[src/rtl/core/sma_pkg.sv]
`default_nettype none
package sma_pkg;
   localparam int STACK_DEPTH = 64;
   localparam int CNT_W = $clog2(STACK_DEPTH + 1);
   localparam int IDX_W = $clog2(STACK_DEPTH);
   localparam int WORD_W = 64;

   localparam logic [4:0] FUNC_PUSH = 5'd0;
   localparam logic [4:0] FUNC_POP = 5'd1;
   localparam logic [4:0] FUNC_LAST = 5'd17;

   localparam logic [1:0] GRP_ADD = 2'd0;
   localparam logic [1:0] GRP_SUB = 2'd1;
   localparam logic [1:0] GRP_MUL = 2'd2;
   localparam logic [1:0] GRP_DIV = 2'd3;

   localparam logic [1:0] ST_OK = 2'd0;
   localparam logic [1:0] ST_UNDER = 2'd1;
   localparam logic [1:0] ST_OVER = 2'd2;
   localparam logic [1:0] ST_DIVZ = 2'd3;

   // one step of restoring division, handed from cell to cell
   typedef struct packed {
      logic [WORD_W-1:0] rem;
      logic [WORD_W-1:0] quo;
      logic [WORD_W-1:0] dvs;
   } div_word_type;

   function automatic logic [WORD_W-1:0] sext_w(input logic [WORD_W-1:0] x,
                                                input logic [1:0] wsel);
      logic [WORD_W-1:0] r;
      begin
         case (wsel)
            2'd0: r = {{56{x[7]}}, x[7:0]};
            2'd1: r = {{48{x[15]}}, x[15:0]};
            2'd2: r = {{32{x[31]}}, x[31:0]};
            default: r = x;
         endcase
         return r;
      end
   endfunction
endpackage
`default_nettype wire

[src/rtl/core/sma_div_cell.sv]
`default_nettype none
module sma_div_cell
   import sma_pkg::*;
(
   input wire logic clock,
   input wire logic step_en,
   input wire div_word_type d_in,
   output div_word_type d_out
);
   div_word_type d_ff;
   logic [WORD_W:0] trial;
   logic [WORD_W-1:0] shifted;
   div_word_type d_in_c;

   // shift in the next dividend bit, subtract when it fits
   always_comb begin
      shifted = {d_in.rem[WORD_W-2:0], d_in.quo[WORD_W-1]};
      trial = {1'b0, shifted} - {1'b0, d_in.dvs};
      d_in_c.dvs = d_in.dvs;
      if (!trial[WORD_W] || d_in.rem[WORD_W-1]) begin
         d_in_c.rem = trial[WORD_W-1:0];
         d_in_c.quo = {d_in.quo[WORD_W-2:0], 1'b1};
      end else begin
         d_in_c.rem = shifted;
         d_in_c.quo = {d_in.quo[WORD_W-2:0], 1'b0};
      end
   end

   always_ff @(posedge clock) begin
      if (step_en) begin
         d_ff <= d_in_c;
      end
   end

   assign d_out = d_ff;
endmodule
`default_nettype wire

[src/rtl/core/sma_div_chain.sv]
`default_nettype none
module sma_div_chain
   import sma_pkg::*;
(
   input wire logic clock,
   input wire logic reset,
   input wire logic start,
   input wire logic [WORD_W-1:0] dividend,
   input wire logic [WORD_W-1:0] divisor,
   output logic done,
   output logic [WORD_W-1:0] quotient
);
   localparam int NCELL = 4;
   localparam int NPASS = WORD_W / NCELL;
   localparam int PW = $clog2(NPASS + 1);
   localparam int PHW = $clog2(NCELL + 1);

   div_word_type link [NCELL+1];
   div_word_type loop_ff;
   logic busy_ff;
   logic [PW-1:0] pass_ff;

   // row of four cells, the loop register feeds the head each pass
   assign link[0] = loop_ff;

   for (genvar g = 0; g < NCELL; g++) begin : g_cell
      sma_div_cell u_cell (
         .clock(clock),
         .step_en(1'b1),
         .d_in(link[g]),
         .d_out(link[g+1])
      );
   end

   // cells are registered, so a pass steps through the row cell by cell; the
   // phase counter waits until the tail is valid after the last cell loads,
   // and only then does the loop register capture it
   logic [PHW-1:0] phase_ff;

   always_ff @(posedge clock) begin
      if (reset) begin
         busy_ff <= 1'b0;
         done <= 1'b0;
         pass_ff <= '0;
         phase_ff <= '0;
      end else begin
         done <= 1'b0;
         if (start) begin
            busy_ff <= 1'b1;
            pass_ff <= '0;
            phase_ff <= '0;
            loop_ff.rem <= '0;
            loop_ff.quo <= dividend;
            loop_ff.dvs <= divisor;
         end else if (busy_ff) begin
            phase_ff <= phase_ff + 1'b1;
            if (phase_ff == PHW'(NCELL)) begin
               phase_ff <= '0;
               loop_ff <= link[NCELL];
               if (pass_ff == PW'(NPASS - 1)) begin
                  busy_ff <= 1'b0;
                  done <= 1'b1;
                  quotient <= link[NCELL].quo;
               end
               pass_ff <= pass_ff + 1'b1;
            end
         end
      end
   end
endmodule
`default_nettype wire

[config.mk]
export PLATFORM = sky130hd
export DESIGN_NAME = sma_div_chain
export DESIGN_NICKNAME = d
export VERILOG_FILES = /design/src/rtl/core/sma_pkg.sv /design/src/rtl/core/sma_div_cell.sv /design/src/rtl/core/sma_div_chain.sv
export SDC_FILE = /design/constraint.sdc
export NUM_CORES = 2
export LEC_CHECK = 0
export ABC_AREA = 1
export BUFFER_PORTS_ARGS = -buffer_cell sky130_fd_sc_hd__buf_2
export CAP_MARGIN = 40
export CORE_MARGIN = 2
export CORE_UTILIZATION = 30
export DETAILED_ROUTE_END_ITERATION = 7
export SYNTH_ARGS = -nofsm -noshare
export SYNTH_HDL_FRONTEND = slang
export SYNTH_SLANG_ARGS = --single-unit
[constraint.sdc]
create_clock -name clock -period 14.6 [get_ports clock]
set_input_delay 1.46 -clock clock [delete_from_list [all_inputs] [get_ports clock]]
set_output_delay 1.46 -clock clock [all_outputs]
set_load 0.03 [all_outputs]
==> metrics.md <==
| Metric | Value |
|---|---|
| IO buf count | 195 |
| RSZ-0062 raised after global routing | no |
| DRC | 3 |
| Clock power frac | 0.229 |
| Setup violations, final | 0 |
| CP max stage cell | buf_4 |
| Clk sinks | 1,034 |
| Status | finished with violations |
| Type of origin of the critical path | register |
| Net Count, Synth | 8,400 |
| Min-delay worst type | register to register |
| Clock Pin Slew Worst Setup and Hold Paths | approximately 0.070 ns |
| Combinational group share of total power | 0.439 |
| CTS root buf | clkbuf_16 |
| GRT Resource Usage Total | 0.225 |
| Yosys reg bits | 1,034 |
| Dpl ws | 10.67 ns |
| CP most frequent cell | nand2_2 |
| Sequential share of power | 0.332 |
| Pwr/cell area | 192 nW/um^2 |
| Post-synth top flop | dfxtp_1 |
| DIE AREA | 185,000 um^2 |
| Die height | 430 um |
| Cell count after synthesis | 8,005 |
| Pin count of the biggest net entering global routing | 126 |
| Area grow syn2layout | 13.1% |
| Routed WL | 214,000 um |
| P_int | 0.00652 W |
| R2R setup slack | 11.06 ns |
| Skew final | roughly 0.048 ns |
| DIE WIDTH | 430 um |
| Mapped Area | between 50,000 and 60,000 um^2 |
| Post-route insts no fill | ~11,000 |
| Most common cell after layout, fill and taps aside | nand2_1 |
| Core Region | 180,000 um^2 |
| DRT Pass-1 Iters | 8 |
| Num ports | 196 |
| Antenna-violating nets left | 0 |
| Critical path type | register to register |
| Syn Area/Cell | 6.79 um^2 |
| Fraction of layout instances using a drive strength above 1 | 0.0597 |
| Fmax | 282 MHz |
| DR iter-0 viols | 4,696 |
| Net switching share of the total power | 0.447 |
| Worst slew margin | 0.346 |
| Final worst-path cycle share | 0.243 |
| Vias in the first global route | ~45,000 |
| Placed Instances | around 10,000 |
| Failing checks | design-rule violations |
| H-tree depth | 3 |
| Peak VDD IR | 0.135 mV |
| Post-synthesis sequential area ratio | 0.428 |
| CP max stage delay | between 0.6 and 0.7 ns |
| Total power | ~0.012 W |
| Crit end category | register |
| Max FO, Critical Path | 50 |
| Worst Min Path Start | g_cell[2].u_cell.d_out[107] |
| Global placer's final weighted congestion | 1.02 |
| Worst EP arrival | 4.21 ns |
| Crit-path cells | inv_1 -> ha_1 -> fa_1 -> inv_1 -> nand3_1 -> nand2_2 -> nand2_1 -> nand2_2 -> nand2_2 -> nand2_2 -> nand2_1 -> nand2_2 -> nand2_1 -> nand3_2 -> buf_4 -> nand3_1 -> nand2_1 |
| Vias | roughly 49,000 |
| Initial antenna violation count | 6 |
| Psw | 0.00528 W |
| Final net count | 8,607 |
| Post-detailed-route wirelength per cell | ~20 um |
| Rows | between 150 and 200 |
| Initial Util | 0.302 |
| CTS tree | built |
| Vias/cell | 4.56 |
| Max cap viols | 0 |
| Clock Tree Buf Depth | 3 |
| Yosys cell types | 35 |
| Required @ worst endpoint | 15.27 ns |
| Setup tns final | 0 ns |
| Most frequent cells in the layout | nand2_1 (3,195), inv_1 (1,714), dfxtp_1 (778) |
| Clk Latency, worst-skew pair | around 0.73 ns |
| Post-CTS Hold Fix Bufs | 0 |
| HPWL Detailed | 180,000 um |
| Final Slew Violations | 0 |
| Post-synthesis async set-or-reset flop share | 0 |
| Post-synth EDFFs | about 260 |
| Crit path from | g_cell[2].u_cell.d_out[127] |
| Post-CTS setup buffers | 0 |
| YS warnings | 0 |
| Worst Slack Setup Final | 11.06 ns |
| Cts repair resizes | 0 |
| Slew @ Worst Pin | 0.974 ns |
| Leak | 34.0 nW |
| Final hold vios | 0 |
| GRT overflow | 0 |
| FF-to-FF Start | g_cell[2].u_cell.d_out[127] |
| CTS buffer count | 98 |
| Final min period | 3.54 ns |
| Diodes inserted | 0 |
| Global-route wire length before repair | 303,000 um |
-- sequential cells by signal, indices dropped and copies added (netlist names) --
register	flops
busy_ff	1
g_cell.u_cell.d_out	768
phase_ff	3
done	1
pass_ff	5
quotient	64
link	192
-- cell usage after synthesis (all sizes together), types with 13 or more instances --
library cell | n | share of area
a21oi | 161 | 0.015
nand3 | 640 | 0.063
nand2 | 3221 | 0.22
inv | 1722 | 0.12
o21ai | 13 | 0.0012
nor4 | 14 | 0.0016
edfxtp | 256 | 0.14
ha | 260 | 0.060
clkbuf | 30 | 0.0021
xor2 | 120 | 0.019
nor2 | 552 | 0.039
nor3 | 44 | 0.0044
dfxtp | 778 | 0.29
nand4 | 68 | 0.0078
buf | 82 | 0.0097
-- worst max-delay path: cells and delay by family (launching register included) --
family                   cells  cell delay, ns
AND/OR/NAND/NOR             12            1.70
buffers and inverters        3            0.77
adder cells (fa/ha/maj)      2            0.68
flip-flops                   1            0.31
-- cell families after synthesis --
logic type	Yosys count	synth area share
flops	1034	0.428
fa+ha+maj	264	0.0613
xor+xnor	124	0.0200
simple gates	4569	0.344
buf+inv	1835	0.131
compound gates	179	0.0167
-- per-layer routing --
layer,GRT usage,vias up,routed length (um)
met5,0,-,49
met4,0.116,6,12700
met3,0.0331,331,14800
met2,0.351,1789,92800
met1,0.302,22100,93800
li1,-,24400,-
-- power groups by stage --
stage | Combinational (W) | Clock (W) | Sequential [W]
2_1_floorplan | 0.00358 | 0 | 0.00365
3_3_place_gp | 0.00507 | 0 | 0.00399
3_5_place_dp | 0.00509 | 0 | 0.00398
4_1_cts | 0.00512 | 0.00276 | 0.00393
5_1_grt | 0.00576 | 0.00288 | 0.00393
6_report | 0.00518 | 0.00271 | 0.00391
-- worst paths after layout --
check | to | depth (start not counted)
worst min register to register | g_cell[3].u_cell.d_out[108] | 0
worst max-delay path | g_cell[3].u_cell.d_out[189] | 17
worst max register to register | g_cell[3].u_cell.d_out[189] | 17
worst min-delay path | g_cell[3].u_cell.d_out[108] | 0
-- layout make-up --
class | count | area [um^2]
fill | 19600 | 119000
multi-input combinational | 5136 | 24100
sequential | 1034 | 23300
inverter | 1723 | 6470
tap | 2370 | 2970
clock buffer | 131 | 2730
timing repair buffer | 219 | 1280
clock inverter | 55 | 746
-- metrics by stage --
step	instance area, um^2	hold slack (ns)	utilization
6_report	61500	0.311	0.341
3_3_place_gp	57900	0.310	0.321
4_1_cts	61500	0.307	0.341
3_5_place_dp	58000	0.312	0.322
2_1_floorplan	54400	0.310	-
5_1_grt	61500	0.312	0.341
Power figures use the tool's default switching activity.
